$ cat config.mk
export PLATFORM = sky130hd
export DESIGN_NAME = roulette_wheel_selector_core
export DESIGN_NICKNAME = d
export VERILOG_FILES = /design/src/rtl/rws_pkg.sv /design/src/rtl/rws_ctrl.sv /design/src/rtl/rws_dpath.sv /design/src/rtl/roulette_wheel_selector_core.sv
export SDC_FILE = /design/constraint.sdc
export NUM_CORES = 2
export LEC_CHECK = 0
export BUFFER_PORTS_ARGS = -buffer_cell sky130_fd_sc_hd__buf_4
export CAP_MARGIN = 20
export CORE_UTILIZATION = 55
export CTS_CLUSTER_DIAMETER = 30
export DETAILED_ROUTE_END_ITERATION = 16
export PLACE_DENSITY = 0.72
export SLEW_MARGIN = 20
export SYNTH_ARGS = -nofsm -noshare
export SYNTH_HDL_FRONTEND = slang
export SYNTH_SLANG_ARGS = --single-unit
$ cat constraint.sdc
create_clock -name clk -period 6.8 [get_ports clk]
set_input_delay 0.34 -clock clk [delete_from_list [all_inputs] [get_ports clk]]
set_output_delay 0.34 -clock clk [all_outputs]
set_load 0.02 [all_outputs]
$ cat src/rtl/rws_pkg.sv
// shared constants, status codes and control structs for the roulette wheel selector
`timescale 1ns / 1ps

package rws_pkg;

  // table geometry and field widths
  localparam int MAX_ENTRIES = 64;
  localparam int KEY_W       = 16;
  localparam int WIN_W       = 16;
  localparam int WGT_W       = 15;
  localparam int RND_W       = 32;
  localparam int ST_W        = 2;
  localparam int IDX_W       = $clog2(MAX_ENTRIES);
  localparam int CNT_W       = $clog2(MAX_ENTRIES + 1);
  localparam int TOT_W       = $clog2(MAX_ENTRIES * (2 ** WGT_W - 1) + 1);
  localparam int PROD_W      = RND_W + TOT_W;

  // opcodes
  localparam logic OP_ADD  = 1'b0;
  localparam logic OP_DRAW = 1'b1;

  // result status codes
  localparam logic [ST_W-1:0] ST_OK    = 2'd0;
  localparam logic [ST_W-1:0] ST_FULL  = 2'd1;
  localparam logic [ST_W-1:0] ST_EMPTY = 2'd2;

  // controller to datapath commands
  typedef struct packed {
    logic accept;   // capture the input item
    logic mul_en;   // form the threshold from fraction and total
    logic walk_en;  // step through one stored entry
    logic ld_out;   // move the finished result into the output register
  } rws_cmd_t;

  // datapath to controller status
  typedef struct packed {
    logic empty;      // no entries stored
    logic walk_done;  // current entry is the pick
    logic out_free;   // output register can take a result this cycle
  } rws_sts_t;

endpackage

$ cat src/rtl/rws_ctrl.sv
// controller state machine for the roulette wheel selector
`timescale 1ns / 1ps

module rws_ctrl import rws_pkg::*; (
  input  logic     clk,
  input  logic     rst_n,
  input  logic     in_valid,
  input  logic     in_opcode,
  output logic     in_stall,
  input  rws_sts_t sts,
  output rws_cmd_t cmd
);

  localparam logic [1:0] S_IDLE = 2'd0;
  localparam logic [1:0] S_MUL  = 2'd1;
  localparam logic [1:0] S_WALK = 2'd2;
  localparam logic [1:0] S_DONE = 2'd3;

  logic [1:0] state_r;
  logic [1:0] state_nxt;

  // next state and commands
  always_comb begin
    state_nxt   = state_r;
    cmd         = '0;
    in_stall    = 1'b1;
    unique case (state_r)
      S_IDLE: begin
        in_stall = 1'b0;
        if (in_valid) begin
          cmd.accept = 1'b1;
          if (in_opcode == OP_DRAW && !sts.empty) begin
            state_nxt = S_MUL;
          end else begin
            state_nxt = S_DONE;
          end
        end
      end
      S_MUL: begin
        cmd.mul_en = 1'b1;
        state_nxt  = S_WALK;
      end
      S_WALK: begin
        cmd.walk_en = 1'b1;
        if (sts.walk_done) begin
          state_nxt = S_DONE;
        end
      end
      S_DONE: begin
        if (sts.out_free) begin
          cmd.ld_out = 1'b1;
          state_nxt  = S_IDLE;
        end
      end
      default: state_nxt = S_IDLE;
    endcase
  end

  // state register
  always_ff @(posedge clk) begin
    if (!rst_n) begin
      state_r <= S_IDLE;
    end else begin
      state_r <= state_nxt;
    end
  end

endmodule

$ cat src/rtl/rws_dpath.sv
// datapath: entry tables, running total, threshold multiply, walk and output register
`timescale 1ns / 1ps

module rws_dpath import rws_pkg::*; (
  input  logic                    clk,
  input  logic                    rst_n,
  input  logic                    in_opcode,
  input  logic [KEY_W-1:0]        in_entry_key,
  input  logic signed [WIN_W-1:0] in_entry_weight,
  input  logic [RND_W-1:0]        in_random_fraction,
  input  logic                    out_stall,
  output logic                    out_valid,
  output logic [KEY_W-1:0]        out_chosen_key,
  output logic [ST_W-1:0]         out_status,
  input  rws_cmd_t                cmd,
  output rws_sts_t                sts
);

  // entry tables
  logic [KEY_W-1:0] key_mem [MAX_ENTRIES];
  logic [WGT_W-1:0] wgt_mem [MAX_ENTRIES];
  logic [KEY_W-1:0] key_rd_r;
  logic [WGT_W-1:0] wgt_rd_r;
  logic [IDX_W-1:0] rd_addr;

  logic [CNT_W-1:0] count_r;
  logic [TOT_W-1:0] total_r;
  logic [RND_W-1:0] rnd_r;
  logic [TOT_W-1:0] thr_r;
  logic [TOT_W-1:0] cum_r;
  logic [IDX_W-1:0] idx_r;
  logic [KEY_W-1:0] res_key_r;
  logic [ST_W-1:0]  res_status_r;
  logic             out_valid_r;
  logic [KEY_W-1:0] out_key_r;
  logic [ST_W-1:0]  out_status_r;

  logic [WGT_W-1:0]  wgt_in;
  logic              full;
  logic              do_write;
  logic [PROD_W-1:0] prod;
  logic [TOT_W-1:0]  cum_sum;
  logic              hit;
  logic              last;

  // clamp negative weights, table state
  assign wgt_in   = in_entry_weight[WIN_W-1] ? '0 : WGT_W'(in_entry_weight);
  assign full     = (count_r == CNT_W'(MAX_ENTRIES));
  assign do_write = cmd.accept && (in_opcode == OP_ADD) && !full;

  // threshold: high part of fraction times total; entry i wins when cum exceeds it
  assign prod = PROD_W'(rnd_r) * PROD_W'(total_r);

  // walk compare for the entry whose data sits in the read register
  assign cum_sum = cum_r + TOT_W'(wgt_rd_r);
  assign hit     = (cum_sum > thr_r);
  assign last    = ((CNT_W'(idx_r) + CNT_W'(1)) == count_r);

  // read address runs one entry ahead of the compare
  assign rd_addr = cmd.mul_en ? '0 : IDX_W'(idx_r + IDX_W'(1));

  assign sts.empty     = (count_r == '0);
  assign sts.walk_done = hit || last;
  assign sts.out_free  = !out_valid_r || !out_stall;

  // table write and registered read
  always_ff @(posedge clk) begin
    if (do_write) begin
      key_mem[IDX_W'(count_r)] <= in_entry_key;
      wgt_mem[IDX_W'(count_r)] <= wgt_in;
    end
    key_rd_r <= key_mem[rd_addr];
    wgt_rd_r <= wgt_mem[rd_addr];
  end

  // entry count and weight total
  always_ff @(posedge clk) begin
    if (!rst_n) begin
      count_r <= '0;
      total_r <= '0;
    end else if (do_write) begin
      count_r <= count_r + CNT_W'(1);
      total_r <= total_r + TOT_W'(wgt_in);
    end
  end

  // item capture, threshold, walk and pending result
  always_ff @(posedge clk) begin
    if (cmd.accept) begin
      rnd_r     <= in_random_fraction;
      res_key_r <= '0;
      if (in_opcode == OP_ADD) begin
        res_status_r <= full ? ST_FULL : ST_OK;
      end else begin
        res_status_r <= (count_r == '0) ? ST_EMPTY : ST_OK;
      end
    end
    if (cmd.mul_en) begin
      thr_r <= prod[PROD_W-1:RND_W];
      cum_r <= '0;
      idx_r <= '0;
    end
    if (cmd.walk_en) begin
      if (hit || last) begin
        res_key_r    <= key_rd_r;
        res_status_r <= ST_OK;
      end else begin
        idx_r <= idx_r + IDX_W'(1);
        cum_r <= cum_sum;
      end
    end
  end

  // output register
  always_ff @(posedge clk) begin
    if (!rst_n) begin
      out_valid_r <= 1'b0;
    end else if (cmd.ld_out) begin
      out_valid_r <= 1'b1;
    end else if (!out_stall) begin
      out_valid_r <= 1'b0;
    end
  end

  always_ff @(posedge clk) begin
    if (cmd.ld_out) begin
      out_key_r    <= res_key_r;
      out_status_r <= res_status_r;
    end
  end

  assign out_valid      = out_valid_r;
  assign out_chosen_key = out_key_r;
  assign out_status     = out_status_r;

endmodule

$ cat src/rtl/roulette_wheel_selector_core.sv
// Roulette wheel selector: fitness-proportionate key selection over a table of weights.
//
// Input channel (in_valid / in_stall): in_opcode 0 appends in_entry_key with
// in_entry_weight (negative weights stored as zero); in_opcode 1 draws a key
// using in_random_fraction as an unsigned Q0.32 fraction. One result item per
// input item on the output channel (out_valid / out_stall): out_chosen_key and
// out_status (ok, table full on add, table empty on draw).
// An add or an empty draw goes from acceptance straight to the done state.
// A nonempty draw first forms the threshold with a single multiply in the multiply
// state, then the walk reads one stored entry per cycle from the table memory,
// accumulating and comparing, and stops at the chosen entry or the last stored
// one, before the result moves to the output register.
// One item is in work at a time; the next item can be accepted once the
// previous result lands in the output register, so a waiting result does not
// block the next item. While the receiver stalls, the output holds; a further
// finished result waits inside until the output register frees up.
// Reset (synchronous, rst_n low) empties the table and clears the total; no
// clearing pass is needed, since only written entries are ever compared.
`timescale 1ns / 1ps

module roulette_wheel_selector_core import rws_pkg::*; (
  input  logic                    clk,
  input  logic                    rst_n,
  input  logic                    in_valid,
  output logic                    in_stall,
  input  logic                    in_opcode,
  input  logic [KEY_W-1:0]        in_entry_key,
  input  logic signed [WIN_W-1:0] in_entry_weight,
  input  logic [RND_W-1:0]        in_random_fraction,
  output logic                    out_valid,
  input  logic                    out_stall,
  output logic [KEY_W-1:0]        out_chosen_key,
  output logic [ST_W-1:0]         out_status
);

  rws_cmd_t cmd;
  rws_sts_t sts;

  // controller
  rws_ctrl u_ctrl (
    .clk       (clk),
    .rst_n     (rst_n),
    .in_valid  (in_valid),
    .in_opcode (in_opcode),
    .in_stall  (in_stall),
    .sts       (sts),
    .cmd       (cmd)
  );

  // datapath
  rws_dpath u_dpath (
    .clk                (clk),
    .rst_n              (rst_n),
    .in_opcode          (in_opcode),
    .in_entry_key       (in_entry_key),
    .in_entry_weight    (in_entry_weight),
    .in_random_fraction (in_random_fraction),
    .out_stall          (out_stall),
    .out_valid          (out_valid),
    .out_chosen_key     (out_chosen_key),
    .out_status         (out_status),
    .cmd                (cmd),
    .sts                (sts)
  );

  // an accepted item keeps the block busy in the following cycle
  assert property (@(posedge clk) disable iff (!rst_n)
    (in_valid && !in_stall) |=> in_stall)
    else $error("input accepted on two consecutive cycles");

  // full and empty results carry a zero key
  assert property (@(posedge clk) disable iff (!rst_n)
    (out_valid && out_status != ST_OK) |-> (out_chosen_key == '0))
    else $error("non-ok result with nonzero key");

  // no result right after reset
  assert property (@(posedge clk)
    $past(!rst_n) |-> !out_valid)
    else $error("result valid right after reset");

endmodule

==> results.sh <==
export IMPL_internal_power_mw=36.4
export IMPL_maxCapViolCount=0
export IMPL_p_leak_nw=44.1
export IMPL_yosys_warnings=0
export IMPL_p_sw_frac=0.351
export IMPL_ys_top_cells_by_area="edfxtp_1 59%, fa_1 11%, mux4_2 6.7%"
export IMPL_io_pins=89
export IMPL_ys_flop_type="edfxtp_1"
export IMPL_worst_ep_required_time_ps=7420
export IMPL_crit_path_end_kind="flop"
export IMPL_fin_util=0.664
export IMPL_viasPerCell=6.30
export IMPL_avgSynthCellArea_um2=15.5
export IMPL_die_w_um=439
export IMPL_post_dp_hpwl_mm=162
export IMPL_drive_gt1_frac=0.213
export IMPL_synthCells=6774
export IMPL_stdcell_area_um2=125000
export IMPL_fin_worst_skew_ps=112
export IMPL_p_switching_mw=19.6
export IMPL_maxSlewHeadroom=0.137
export IMPL_drt_iter0_markers=6674
export IMPL_startpoint_type="flop"
export IMPL_antenna_found_initial=3
export IMPL_fin_crit_ps=6930
export IMPL_fp_row_count=159
export IMPL_mostFrequentLayoutCells="2055 x edfxtp_1, 654 x inv_1, 551 x fa_1"
export IMPL_syn_nets=7630
export IMPL_synth_edf_count=2055
export IMPL_synth_area_um2=105000
export IMPL_violations="negative setup slack"
export IMPL_grt_overflow=0
export IMPL_multi_input_area_um2=38000
export IMPL_drc=0
export IMPL_cts_inserted_buffers=390
export IMPL_nFillCells=12300
export IMPL_arrival_ps=7540
export IMPL_wl_per_cell_um=28.1
export IMPL_place_ws_ps=-510
export IMPL_worst_slew_pin_slew_ps=1290
export IMPL_wirelength_mm=284
export IMPL_track_usage=0.295
export IMPL_setup_viol=9
export IMPL_hold_viol_final=0
export IMPL_grt_pass1_vias=67000
export IMPL_fin_setup_tns_ps=-495
export IMPL_fmax_ghz=0.144
export IMPL_final_nets=8137
export IMPL_cts_root_buffer="clkbuf_16"
export IMPL_ys_seq_area_frac=0.609
export IMPL_yosys_register_bits=2162
export IMPL_async_flop_share=0
export IMPL_core_um2=189000
export IMPL_clkTransAtPathRegs_ps=40
export IMPL_port_buffers=88
export IMPL_die_area_um2=192000
export IMPL_cp_max_fo=12
export IMPL_antenna_left=0
export IMPL_htree_levels=5
export IMPL_grt_pass1_wl_mm=418
export IMPL_irDropWorstVdd_mv=0.732
export IMPL_fin_ws_ps=-126
export IMPL_placed_cell_area_um2=111000
export IMPL_run_status="complete, but fails checks"
export IMPL_yosysUniqueCellTypes=71
export IMPL_cts_sinks=2162
export IMPL_whs_ps=116
export IMPL_hold_class="in -> reg"
export IMPL_rsz0062_at_grt="true"
export IMPL_yosysTopAreaCell="edfxtp_1"
export IMPL_vias=63500
export IMPL_grt_max_degree=127
export IMPL_initial_core_util=0.556
export IMPL_synth_top_area_frac=0.588
export IMPL_slew_violations=0
export IMPL_comb_power_share=0.389
export IMPL_syn_to_final_growth_pct=19.4
export IMPL_regArea_um2=63900
export IMPL_clk_path_buf_depth=4
export IMPL_pwr_share_clk=0.336
export IMPL_pwr_share_seq=0.275
export IMPL_cts_tree="done"
export IMPL_fin_crit_sh=1.02
export IMPL_clk_latency_ps=980
export IMPL_power_density_nw_per_um2=447
export IMPL_final_common_cell="edfxtp_1"
export IMPL_gp_congestion=0.873
export IMPL_crit_type="reg -> reg"
export IMPL_first_pass_iters=6
export IMPL_chipHeight_um=439
## final timing paths
kind                                       startpoint                          to  slack, ps  cells after the start
worst max-delay path                 u_dpath.rnd_r[9]           u_dpath.thr_r[20]       -130                     22
worst min-delay path               in_entry_weight[1]          u_dpath.total_r[1]        120                      4
worst max register to register       u_dpath.rnd_r[9]           u_dpath.thr_r[20]       -130                     22
worst min register to register  u_dpath.res_key_r[15]  u_dpath.out_chosen_key[15]        420                      0
## cells by family after synthesis
family                     count (synthesis)  synth area share
adders and majority gates                787             0.135
and+or+nand+nor                         1071            0.0509
buffers and inverters                   1098            0.0410
xor gates and xnor gates                  61           0.00516
AOI/OAI and AO/OA                       1015            0.0674
muxes                                    580            0.0923
DFF                                     2162             0.609
## cell type report
class	count	area share
clock buffers	469	0.0824
clock inverters	229	0.0194
well taps	2495	0.0249
diodes	4	0.0000799
repair buffers	549	0.0405
inverters	664	0.0199
multi-input cells	3514	0.303
flip-flops and latches	2162	0.510
## through the flow
| stage | cells | power [mW] |
|---|---|---|
| floorplan | 6774 | 28.7 |
| detailed placement | 9288 | 35.8 |
| CTS | 10100 | 55.4 |
| global placement | 9287 | 35.6 |
| finish | 10100 | 56.0 |
| global route | 10100 | 58.4 |
## layer usage
metal,share of wire,GRT usage
met5,0.000046,0
met4,0.052,0.153
met3,0.089,0.0516
met2,0.50,0.494
met1,0.36,0.370
## cells in the mapped netlist (all sizes together) (21+ instances only)
| library cell | count |
|---|---|
| xnor2 | 39 |
| mux4 | 310 |
| mux2i | 268 |
| xor2 | 22 |
| inv | 664 |
| buf | 72 |
| o32ai | 249 |
| edfxtp | 2055 |
| nand3 | 44 |
| nand2 | 420 |
| a211oi | 285 |
| nor2b | 21 |
| o21ai | 36 |
| clkbuf | 362 |
| a21oi | 326 |
| dfxtp | 107 |
| a21o | 37 |
| and2 | 359 |
| fa | 568 |
| ha | 219 |
| nor2 | 113 |
## critical path, stage by stage (launching register included)
cell and delay [ps]:
edfxtp_1 390, buf_4 170, buf_12 140, buf_4 140, nand2_1 80, fa_1 460, fa_2 600, fa_1 440
fa_1 550, inv_1 60, fa_2 580, fa_1 440, fa_1 470, ha_1 240, a21o_1 220, a31o_4 220
a21oi_2 150, o211ai_1 130, a311o_2 420, nand4_1 220, nand4_1 170, a211oi_2 250, xnor2_1 90
## power by group through the flow
stage	clock network, mW	logic, mW	registers (mW)
final	18.8	21.8	15.4
after CTS	18.9	21.1	15.4
after global routing	19.5	23.4	15.4
after floorplan	0	13.2	15.6
after global placement	0	19.9	15.7
after detailed placement	0	20.1	15.7
## flip-flops by register name, summed over array words and instances, names as in the netlist
signal,cells
u_ctrl.state_r,2
u_dpath.count_r,7
u_dpath.cum_r,21
u_dpath.idx_r,6
u_dpath.key_mem,1024
u_dpath.key_rd_r,16
u_dpath.out_chosen_key,16
u_dpath.out_status,2
u_dpath.out_valid,1
u_dpath.res_key_r,16
u_dpath.res_status_r,2
u_dpath.rnd_r,32
u_dpath.thr_r,21
u_dpath.total_r,21
u_dpath.wgt_mem,960
u_dpath.wgt_rd_r,15
## repair_timing
action / in CTS / in global routing
cloned: 3 / 0
endpoints found under the hold margin: 907 / 0
hold buffers: 53 / 0
setup buffers: 31 / 12
pin swaps: 51 / 43
endpoints found under the setup margin: 19 / 20
resized for setup: 64 / 89
Note: power is estimated with default switching activity, not from simulation.
